### src/sv/tw_pkg.sv
package tw_pkg;

    localparam int WHEEL_SLOTS  = 1024;
    localparam int SLOT_W       = $clog2(WHEEL_SLOTS);
    localparam int POOL_ENTRIES = 32;
    localparam int POOL_W       = (POOL_ENTRIES > 1) ? $clog2(POOL_ENTRIES) : 1;
    localparam int LINK_W       = 6;
    localparam logic [LINK_W-1:0] NIL_LINK = 6'd63;
    localparam int QUEUE_DEPTH  = 2;

    typedef enum logic {
        FUNC_SCHEDULE = 1'b0,
        FUNC_ADVANCE  = 1'b1
    } func_t;

    typedef enum logic [1:0] {
        KIND_FIRED     = 2'd0,
        KIND_SCHEDULED = 2'd1,
        KIND_DROPPED   = 2'd2,
        KIND_DONE      = 2'd3
    } kind_t;

    typedef enum logic [3:0] {
        ST_CLEAR,
        ST_IDLE,
        ST_SCH_RD,
        ST_SCH_WAIT,
        ST_SCH_HEAD,
        ST_SCH_WALK,
        ST_ADV_RD,
        ST_ADV_WAIT,
        ST_ADV_HEAD,
        ST_ADV_DONE
    } state_t;

    typedef struct packed {
        func_t             func;
        logic [31:0]       delay;
        logic signed [7:0] prio;
        logic [7:0]        handler;
        logic [31:0]       message;
        logic [31:0]       target;
        logic [15:0]       step;
    } cmd_t;

    typedef struct packed {
        logic clearing;
    } eng_status_t;

    // (d1,p1) at or before (d2,p2): due compared unsigned, then signed priority
    function automatic logic at_or_before(input logic [31:0] d1, input logic signed [7:0] p1,
                                          input logic [31:0] d2, input logic signed [7:0] p2);
        return (d1 < d2) || ((d1 == d2) && (p1 <= p2));
    endfunction

    function automatic logic [POOL_W-1:0] lowest_free(input logic [POOL_ENTRIES-1:0] m);
        logic [POOL_W-1:0] r;
        r = '0;
        for (int k = POOL_ENTRIES - 1; k >= 0; k--) begin
            if (m[k])
            begin
                r = POOL_W'(k);
            end
        end
        return r;
    endfunction

endpackage

### src/sv/tw_queue.sv
module tw_queue (
    input  logic         clk,
    input  logic         rst_n,
    input  logic         push,
    input  tw_pkg::cmd_t push_data,
    output logic         full,
    input  logic         pop,
    output tw_pkg::cmd_t pop_data,
    output logic         empty
);
    import tw_pkg::*;

    localparam int PTR_W = (QUEUE_DEPTH > 1) ? $clog2(QUEUE_DEPTH) : 1;

    cmd_t             mem_reg [QUEUE_DEPTH];
    logic [PTR_W-1:0] wr_reg, wr_next;
    logic [PTR_W-1:0] rd_reg, rd_next;
    logic [PTR_W:0]   cnt_reg, cnt_next;

    assign full     = (cnt_reg == (PTR_W+1)'(QUEUE_DEPTH));
    assign empty    = (cnt_reg == '0);
    assign pop_data = mem_reg[rd_reg];

    always_comb
    begin
        wr_next  = wr_reg;
        rd_next  = rd_reg;
        cnt_next = cnt_reg;
        if (push)
        begin
            wr_next = (wr_reg == PTR_W'(QUEUE_DEPTH - 1)) ? '0 : wr_reg + 1'b1;
        end
        if (pop)
        begin
            rd_next = (rd_reg == PTR_W'(QUEUE_DEPTH - 1)) ? '0 : rd_reg + 1'b1;
        end
        if (push && !pop)
        begin
            cnt_next = cnt_reg + 1'b1;
        end
        else if (pop && !push)
        begin
            cnt_next = cnt_reg - 1'b1;
        end
    end

    always_ff @(posedge clk or negedge rst_n)
    begin
        if (!rst_n)
        begin
            wr_reg  <= '0;
            rd_reg  <= '0;
            cnt_reg <= '0;
        end
        else
        begin
            wr_reg  <= wr_next;
            rd_reg  <= rd_next;
            cnt_reg <= cnt_next;
        end
    end

    always_ff @(posedge clk)
    begin
        if (push)
        begin
            mem_reg[wr_reg] <= push_data;
        end
    end
endmodule

### config.mk
export PLATFORM = sky130hd
export DESIGN_NAME = tw_queue
export DESIGN_NICKNAME = d
export VERILOG_FILES = /design/src/sv/tw_pkg.sv /design/src/sv/tw_queue.sv
export SDC_FILE = /design/constraint.sdc
export NUM_CORES = 1
export LEC_CHECK = 0
export BUFFER_PORTS_ARGS = -buffer_cell sky130_fd_sc_hd__buf_2
export CORE_UTILIZATION = 52
export CTS_CLUSTER_SIZE = 8
export DETAILED_ROUTE_END_ITERATION = 7
export PLACE_DENSITY = 0.85
export RECOVER_POWER = 50
export SLEW_MARGIN = 0
export SYNTH_ARGS = -nofsm -noshare
export SYNTH_HDL_FRONTEND = slang
export SYNTH_SLANG_ARGS = --single-unit
### constraint.sdc
create_clock -name clk -period 8.3 [get_ports clk]
set_clock_uncertainty 0.15 [all_clocks]
set_input_delay 1.245 -clock clk [delete_from_list [all_inputs] [get_ports clk]]
set_output_delay 1.245 -clock clk [all_outputs]
set_load 0.1 [all_outputs]
Yosys cells after proc, flatten, opt, wreduce, memory -nomap -nowiden --
Memory sizes are Yosys's and may differ from the RTL's. Index checks and enable logic that the tools add are counted.
Word-level totals: bits in registers 4, RAM bits 258, bits of input ports 133, memories 1
Memory list:
- mem_reg | depth 2, width 129, read ports 1, clocked after memory_dff 0, write ports 1, line tw_queue.sv:15 | cmd_t mem_reg [QUEUE_DEPTH];
Cells by class: $add $sub $neg 4, eq/ne operators 1, muxes and demuxes 6, reduce and logical (&&, ||, !) cells 6
Operator list (number):
- 1-bit 2-to-1 mux | 4
- 2-bit 2-to-1 mux | 2
- 1-bit adder, second input constant | 2
- 2-bit by 1-bit adder with 2-bit output, second input constant | 1
- 2-bit == test, second input constant | 1
- 1-bit logical AND | 2
- 1-bit zero test | 2
- 2-bit zero test | 1
- 2-bit nonzero test | 1
- 2-bit by 1-bit subtractor with 2-bit output, second input constant | 1

Longest topological paths before layout --
Gate-level depths: netlist of run 1.
word-level depth 4, gate-level depth with buffers 5, mapped depth without buffers 5

Least setup slack after synthesis of run 1 --
Ideal clock, no wire load.
path kind input -> register, start in push, end mem mem_reg[0][0] (netlist name) (enable), data arrival time 6836 ps, path slack 680 ps, cell stages on the path 1, buffers on the path 0, cell sequence nor2b_1
Between the ends: longest elaborated chain between the ends 2
RTL lines:
- from (decl) | line tw_queue.sv:4 | input logic push,
- 1-bit 2-to-1 mux | line tw_queue.sv:65 | if (push)
- 1-bit 2-to-1 mux (not written as such) | line tw_queue.sv:67 | mem_reg[wr_reg] <= push_data;
- to (decl) | line tw_queue.sv:15
Every way passes these cells.

Final worst setup path of run 1 --
start in push, end mem mem_reg[1][35] (netlist name) (enable)
The elaborated chain is that of the path after synthesis.

==> qor.tcl, run 1 <==
set qor(finalWorstPathRequiredPeriod_ps) 5530
set qor(floorplan.initialDensity_pct) 53.0
set qor(grt_util_all_layers_pct) 17.8
set qor(cts_tree) {done}
set qor(vias) 4912
set qor(hold_class) {flip-flop to flip-flop}
set qor(worstSetupEndpointType) {flip-flop}
set qor(ant_nets) 0
set qor(cp-startpoint) {push}
set qor(setup.worst_path.start_class) {primary input}
set qor(first_global_vias) 5046
set qor(synth-seq-area-share_pct) 82.4
set qor(number_of_endpoints_failing_setup_at_the_final_stage) 0
set qor(worst_path_fanout_max) 70
set qor(worst_ep_required_ps) 8250
set qor(finalHoldViolations) 0
set qor(largest_register_ff_count) 258
set qor(insertedDiodeCount) 0
set qor(regArea_sq_um) 7850
set qor(number_of_antenna_violations_at_the_first_check_in_global_routing) 1
set qor(violated_checks) {capacitance limit, slew limit}
set qor(crit-reg2reg-launch) {wr_reg$_DFFE_PN0P_}
set qor(global_route_congestion_overflow_total) 0
set qor(status) {finished with violations}
set qor(die_h_um) 137
set qor(grt_start_max_net_pins) 79
set qor(synthesis.yosys.warnings) 0
set qor(ctsHoldBuffers) 0
set qor(hpwlAfterDp_mm) 11.1
set qor(setup.worst_path.class) {primary input to flip-flop}
set qor(place.gp.congestion) 0.768
set qor(detailroute.wirelength.met2_mm) 9.18
set qor(multi_input_area_sq_um) 1540
set qor(critical-path-slowest-cell) {and2_0}
set qor(first_pass_grt_wire_length_mm) 25.0
set qor(p_r_area_growth_vs_syn_pct) 25.6
set qor(setup-tns-final_ps) 0
set qor(period_share_pct) 66.6
set qor(firstDrtPassIters) 4
set qor(top_layer_used) {met5}
set qor(port-buffer-count) 263
set qor(post_cts_resize_count) 0
set qor(io_pins) 264
set qor(grt_setup_unrepaired) {no}
set qor(max_slew.worst_pin.slew_ps) 3930
set qor(final_util_pct) 66.6
set qor(synth-seq-cells) 262
set qor(final_cells) 948
set qor(cts-root-to-sink-buffers) 3
set qor(clock_transition_at_the_registers_of_the_reported_paths_ps) 50
set qor(cts-buffers-inserted) 38
set qor(std_cell_rows) 49
set qor(drc_errors) 0
set qor(timing.final.max_slew_violations) 180
set qor(synth_net_count) 551
set qor(first_iter_violations) 232
set qor(clk_root_buffer_cell) {clkbuf_16}
set qor(timing.slew.headroom_pct) -162
set qor(layout_commonest_cell) {edfxtp_1}
set qor(syn-cell-area_sq_um) 9520
set qor(clock.fmax_mhz) 181
set qor(worstSkewPairLatency_ps) 490
set qor(wl_per_cell_um) 18.5
set qor(post_cts_buffers) 0
set qor(drv.max_cap_violation_count) 3
set qor(syn_area_per_cell_sq_um) 22.8
set qor(placeable_area_sq_um) 18000
set qor(timing.hold.worst.start) {cnt_reg[1]$_DFFE_PN0P_}
set qor(final_nets) 844
set qor(crit_path_cell_trace) {clkbuf_1, and2_0, buf_4}
set qor(h-tree-depth) 2
set qor(placed_cells_incl_taps) 899
set qor(cts.sink_count) 262
set qor(synth.lib_cells_used.distinct) 13
set qor(filler_cell_count) 1190
set qor(die_area_sq_um) 18900
set qor(layout.cells.most_common_list) {edfxtp_1, buf_2, mux2_2}
set qor(route.layer.met1.wl_mm) 6.49
set qor(dieWidth_um) 137
set qor(routed-wl-met3_mm) 1.47
set qor(synthCells) 417
set qor(wirelength_mm) 17.5
set qor(vias_per_cell) 5.18
set qor(critPathMaxStageDelay_ps) 2860
set qor(drive_above_1_share_pct) 51.6
set qor(timing.critical_path.arrival_ps) 5480
## through the flow
stage | setup slack (ps) | hold WS (ps) | area [sq um]
detailed placement | 4330 | 327 | 11000
global placement | 4390 | 320 | 11000
floorplan | 680 | 305 | 9520
global route | 2380 | 374 | 12000
finish | 2770 | 341 | 12000
CTS | 3790 | 345 | 12100
## cell type report
cell class,instances,share of cell area (%)
Sequential cell,262,65.6
Clock inverter,2,0.105
Inverter,1,0.0314
Timing Repair Buffer,267,10.5
Multi-Input combinational cell,140,12.9
Clock buffer,47,8.41
Tap cell,229,2.40
## final timing paths
check | slack [ps] | cells after the start | end
max | 2770 | 3 | mem_reg[1][35]$_DFFE_PP_
min | 340 | 1 | cnt_reg[1]$_DFFE_PN0P_
max reg2reg | 3320 | 2 | mem_reg[1][35]$_DFFE_PP_
min reg2reg | 340 | 1 | cnt_reg[1]$_DFFE_PN0P_
max in group asynchronous | 7380 | 1 | cnt_reg[0]$_DFFE_PN0P_
min in group asynchronous | 430 | 1 | wr_reg$_DFFE_PN0P_
## per-layer routing
| layer | GRT usage, % | up-vias |
|---|---|---|
| li1 | - | 2246 |
| met1 | 19.3 | 2409 |
| met2 | 31.4 | 216 |
| met3 | 6.44 | 39 |
| met4 | 7.08 | 2 |
| met5 | 0 | - |
## synth_stat cells
| cell | number | area share, % |
|---|---|---|
| and2_1 | 1 | 0.066 |
| buf_2 | 3 | 0.16 |
| buf_4 | 1 | 0.079 |
| buf_6 | 10 | 1.2 |
| dfrtp_1 | 4 | 1.1 |
| edfxtp_1 | 258 | 81 |
| ha_1 | 1 | 0.13 |
| inv_1 | 1 | 0.039 |
| mux2_2 | 129 | 15 |
| nor2_1 | 2 | 0.079 |
| nor2b_1 | 2 | 0.13 |
| xnor2_1 | 1 | 0.092 |
| xor2_1 | 4 | 0.37 |
## worst max-delay path, delay by kind of cell
family | cells | cell delay (ps)
simple gates | 1 | 2860
buf+inv | 2 | 1260
## logic make-up after synthesis
logic type	share of synthesized area (%)
buffers and inverters	1.46
multiplexers	15.3
AND/OR/NAND/NOR	0.276
adder cells (fa/ha/maj)	0.131
flip-flops	82.4
XOR/XNOR	0.460
Power of run 1 is left out: the tool's default activity adds up to more than one toggle a clock period on the data nets, which glitch-free logic cannot reach.
==> inputs of run 2 (changes only) <==
- clock period: 8.3 -> 5.5 ns (I/O delays scaled with it)
==> run 2 against run 1 <==
  * The run still ends with capacitance limit, slew limit left
  * Sequential share of layout area decreased by 0.32 points
  * Global-route usage increased by 0.97 points
  * Routed wire length increased by 2.7%
  * Flip-flop and latch count unchanged
  * Non-clock buffer count increased by 2
  * Largest cell class unchanged
  * Highest routed layer unchanged
==> qor.tcl, run 2 (synthesized netlist as in run 1, its figures left out) <==
set qor(status) {finished with violations}
set qor(violated_checks) {capacitance limit, slew limit}
set qor(worst_ep_required_ps) 5460
set qor(worst-r2r-cell-count) 2
set qor(max_slew.worst_pin.slew_ps) 2560
set qor(h-tree-depth) 2
set qor(layout.cells.most_common_list) {edfxtp_1, buf_2, mux2_2}
set qor(cts-buffers-inserted) 38
set qor(postLayoutSetupSlackWorst_ps) 1650
set qor(detailroute.wirelength.met2_mm) 9.60
set qor(port-buffer-count) 263
set qor(routed-wl-met3_mm) 1.56
set qor(grt_start_max_net_pins) 76
set qor(clk_root_buffer_cell) {clkbuf_16}
set qor(drv.max_cap_violation_count) 2
set qor(r2r_end) {mem_reg[0][30]$_DFFE_PP_}
set qor(drc_errors) 0
set qor(setup.worst_path.start_class) {primary input}
set qor(number_of_endpoints_failing_setup_at_the_final_stage) 0
set qor(post_cts_resize_count) 0
set qor(cts.sink_count) 262
set qor(clock.fmax_mhz) 260
set qor(crit-reg2reg-launch) {wr_reg$_DFFE_PN0P_}
set qor(vias_per_cell) 5.16
set qor(first_pass_grt_wire_length_mm) 26.2
set qor(std_cell_rows) 49
set qor(p_r_area_growth_vs_syn_pct) 26.3
set qor(setup-tns-final_ps) 0
set qor(worstSetupEndpointType) {flip-flop}
set qor(io_pins) 264
set qor(wirelength_mm) 18.0
set qor(setup.worst_path.class) {primary input to flip-flop}
set qor(filler_cell_count) 1206
set qor(top_layer_used) {met5}
set qor(whs_ps) 344
set qor(timing.slew.headroom_pct) -70.9
set qor(worst_path_fanout_max) 53
set qor(cts-root-to-sink-buffers) 3
set qor(floorplan.initialDensity_pct) 53.0
set qor(layout_commonest_cell) {edfxtp_1}
set qor(ant_nets) 0
set qor(firstDrtPassIters) 4
set qor(whs_endpoint) {wr_reg$_DFFE_PN0P_}
set qor(final_nets) 846
set qor(dieWidth_um) 137
set qor(timing.hold.worst.start) {wr_reg$_DFFE_PN0P_}
set qor(clock_transition_at_the_registers_of_the_reported_paths_ps) 50
set qor(dpl_worst_slack_ps) 2420
set qor(number_of_antenna_violations_at_the_first_check_in_global_routing) 2
set qor(global_route_congestion_overflow_total) 0
set qor(hold_class) {flip-flop to flip-flop}
set qor(die_h_um) 137
set qor(ctsHoldBuffers) 1
set qor(finalHoldViolations) 0
set qor(grt_setup_unrepaired) {no}
set qor(placeable_area_sq_um) 18000
set qor(route.layer.met1.wl_mm) 6.50
set qor(rrSetupSlack_ps) 1790
set qor(place.gp.congestion) 0.747
set qor(post_cts_buffers) 0
set qor(hpwlAfterDp_mm) 11.8
set qor(timing.final.max_slew_violations) 60
set qor(hold_path_depth) 1
set qor(timing.critical_path.arrival_ps) 3810
set qor(vias) 4908
set qor(cp-startpoint) {push}
set qor(grt_util_all_layers_pct) 18.7
set qor(cts_tree) {done}
set qor(first_iter_violations) 187
set qor(largest_register_ff_count) 258
set qor(finalWorstPathRequiredPeriod_ps) 3850
set qor(worstSkewPairLatency_ps) 490
set qor(drive_above_1_share_pct) 51.2
set qor(period_share_pct) 70.0
set qor(die_area_sq_um) 18900
set qor(first_global_vias) 5221
set qor(wl_per_cell_um) 18.9
[run 2: changes by cell type in the layout (fill, tap and decap cells not counted), moves of 2 or more]
cell       change
clkbuf_16      +2
buf_2          -5
diode_2        +2
clkbuf_1       +5
[run 2: how the worst max path moves through the flow]
stage          slack [ps]  cells past startpoint                  endpoint
6_report             1650                      3  mem_reg[0][30]$_DFFE_PP_
5_1_grt              1460                      3  mem_reg[0][33]$_DFFE_PP_
4_1_cts              1880                      3              pop_data[74]
3_5_place_dp         2420                      3              pop_data[90]
3_3_place_gp         2450                      3              pop_data[89]
2_1_floorplan         720                      1   mem_reg[0][0]$_DFFE_PP_
[run 2: metal layers]
metal | vias to the layer above | global-route usage, %
li1 | 2250 | -
met1 | 2401 | 20.1
met2 | 222 | 33.9
met3 | 33 | 6.62
met4 | 2 | 6.84
met5 | - | 0
[run 2: area by class of cell]
type / instances / area, sq um / share of cell area [%]
multi-input combinational: 140 / 1540 / 12.8
tap: 229 / 287 / 2.38
antenna: 2 / 5.00 / 0.0416
clock buffer: 49 / 1060 / 8.78
inverter: 1 / 3.75 / 0.0312
timing repair buffer: 269 / 1290 / 10.7
sequential: 262 / 7850 / 65.3
[run 2: metrics by stage]
stage | area, sq um | instances | util [%]
2_1_floorplan | 9520 | 417 | -
3_3_place_gp | 11100 | 900 | 61.5
3_5_place_dp | 11100 | 900 | 61.5
4_1_cts | 12100 | 950 | 67.5
5_1_grt | 12000 | 951 | 66.9
6_report | 12000 | 952 | 66.9
[run 2: critical path, stage by stage]
cell      delay (ps)
clkbuf_1         170
nor2b_1         1940
buf_4            820
Power of run 2 is left out for the same reason.
==> inputs of run 3 (changes only) <==
- CORE_UTILIZATION: 52 -> 47
- PLACE_DENSITY: 0.85 -> 0.82
- clock period: 5.5 -> 3.2 ns (I/O delays scaled with it)
==> run 3 against run 2 <==
  * The flow still finishes with violations (capacitance limit, slew limit)
  * Hold slack got worse by 320 ps
  * Sequential share of layout area decreased by 0.71 points
  * Die area increased by 10%
  * Cell area increased by 1.1%
  * Non-clock buffer count increased by 1
  * Worst setup slack got worse by 1400 ps
  * Utilization decreased by 5.1 points
  * Register-to-register slack got worse by 1400 ps
  * Via count decreased by 0.71%
  * Critical path type is now flip-flop to output port
==> qor.tcl, run 3 (synthesized netlist as in run 1, its figures left out) <==
set qor(status) {finished with violations}
set qor(violated_checks) {capacitance limit, slew limit}
set qor(first_iter_violations) 124
set qor(crit_path_cell_trace) {buf_12, mux2_2, buf_2}
set qor(timing.critical_path.arrival_ps) 2310
set qor(drv.max_cap_violation_count) 1
set qor(wl_per_cell_um) 17.6
set qor(final_nets) 847
set qor(global_route_congestion_overflow_total) 0
set qor(vias_per_cell) 4.90
set qor(wirelength_mm) 17.5
set qor(worst_ep_required_ps) 2570
set qor(period_share_pct) 91.9
set qor(placeable_area_sq_um) 19700
set qor(port-buffer-count) 263
set qor(firstDrtPassIters) 4
set qor(std_cell_rows) 51
set qor(final_cells) 995
set qor(worst_path_fanout_max) 55
set qor(grt_setup_unrepaired) {no}
set qor(post_cts_resize_count) 0
set qor(worstSetupEndpointType) {output port}
set qor(grt_start_max_net_pins) 73
set qor(number_of_endpoints_failing_setup_at_the_final_stage) 0
set qor(clk_root_buffer_cell) {clkbuf_16}
set qor(die_area_sq_um) 20800
set qor(critPathMaxStageDelay_ps) 730
set qor(setup.worst_path.class) {flip-flop to output port}
set qor(h-tree-depth) 2
set qor(p_r_area_growth_vs_syn_pct) 27.7
set qor(cts-root-to-sink-buffers) 3
set qor(clock.fmax_mhz) 340
set qor(worstSkewPairLatency_ps) 490
set qor(largest_register_ff_count) 258
set qor(cts_tree) {done}
set qor(timing.final.max_slew_violations) 25
set qor(first_pass_grt_wire_length_mm) 26.0
set qor(grt_util_all_layers_pct) 16.6
set qor(die_h_um) 144
set qor(dieWidth_um) 144
set qor(drc_errors) 0
set qor(layout.cells.most_common_list) {edfxtp_1, buf_2, mux2_2}
set qor(post_cts_buffers) 0
set qor(finalHoldViolations) 0
set qor(cts-buffers-inserted) 38
set qor(ant_nets) 0
set qor(max_slew.worst_pin.slew_ps) 1730
set qor(cts.sink_count) 262
set qor(vias) 4873
set qor(hpwlAfterDp_mm) 11.4
set qor(setup-tns-final_ps) 0
set qor(worst_path_dominant_cell_family) {flip-flops}
set qor(clock_transition_at_the_registers_of_the_reported_paths_ps) 50
set qor(io_pins) 264
set qor(finalWorstPathRequiredPeriod_ps) 2940
set qor(first_global_vias) 5272
set qor(place.gp.congestion) 0.759
set qor(layout_commonest_cell) {edfxtp_1}
set qor(number_of_antenna_violations_at_the_first_check_in_global_routing) 0
set qor(critical_path_buffer_and_inverter_count) 2
set qor(drive_above_1_share_pct) 51.7
set qor(timing.slew.headroom_pct) -15.5
set qor(setup.worst_path.start_class) {flip-flop}
set qor(hold_class) {primary input to flip-flop}
set qor(floorplan.initialDensity_pct) 48.4
set qor(placed_cells_incl_taps) 937
set qor(critical-path-slowest-cell) {dfrtp_4}
set qor(filler_cell_count) 1472
==> run 3: changes by cell type in the layout (fill, tap and decap cells not counted) <==
| cell | delta |
|---|---|
| buf_4 | -2 |
| buf_2 | +6 |
| clkbuf_8 | +1 |
| diode_2 | -1 |
| buf_12 | +3 |
==> run 3: final timing paths <==
kind / start / end / slack, ps / cells after the start
max: rd_reg$_DFFE_PN0P_ / pop_data[80] / 260 / 3
min: push_data[116] / mem_reg[1][116]$_DFFE_PP_ / 30 / 1
max reg2reg: wr_reg$_DFFE_PN0P_ / mem_reg[1][19]$_DFFE_PP_ / 390 / 2
min reg2reg: wr_reg$_DFFE_PN0P_ / wr_reg$_DFFE_PN0P_ / 340 / 1
min in group asynchronous: rst_n / cnt_reg[0]$_DFFE_PN0P_ / 220 / 2
max in group asynchronous: rst_n / rd_reg$_DFFE_PN0P_ / 2470 / 2
==> run 3: area by class of cell <==
class / instances / area (sq um) / share of cell area (%)
Antenna cell: 1 / 2.50 / 0.0206
Clock buffer: 56 / 1090 / 8.99
Inverter: 1 / 3.75 / 0.0309
Multi-Input combinational cell: 140 / 1540 / 12.6
Sequential cell: 262 / 7850 / 64.6
Tap cell: 265 / 332 / 2.73
Timing Repair Buffer: 270 / 1340 / 11.0
==> run 3: repair_timing <==
item | in CTS | in global routing
hold buffers | 1 | 0
setup endpoints to repair | 0 | 0
hold endpoints to repair | 4 | 0
==> run 3: stage by stage <==
step | hold slack, ps | utilization, % | setup WS [ps] | area (sq um)
6_report | 25.9 | 61.8 | 260 | 12200
5_1_grt | 4.78 | 61.8 | 165 | 12200
4_1_cts | 3.19 | 62.4 | 225 | 12300
3_5_place_dp | 145 | 56.8 | 764 | 11200
3_3_place_gp | 142 | 56.8 | 805 | 11200
2_1_floorplan | 34.4 | - | 199 | 9530
==> run 3: layer usage <==
layer / part of all wire (%) / vias to the layer above / GRT usage [%] / wire length, um
met5: 0 / - / 0 / 0
met4: 2.0 / 0 / 6.54 / 357
met3: 9.4 / 38 / 6.03 / 1640
met2: 51 / 208 / 29.0 / 9000
met1: 37 / 2376 / 18.3 / 6470
li1: - / 2251 / - / -
Power of run 3 is left out for the same reason.
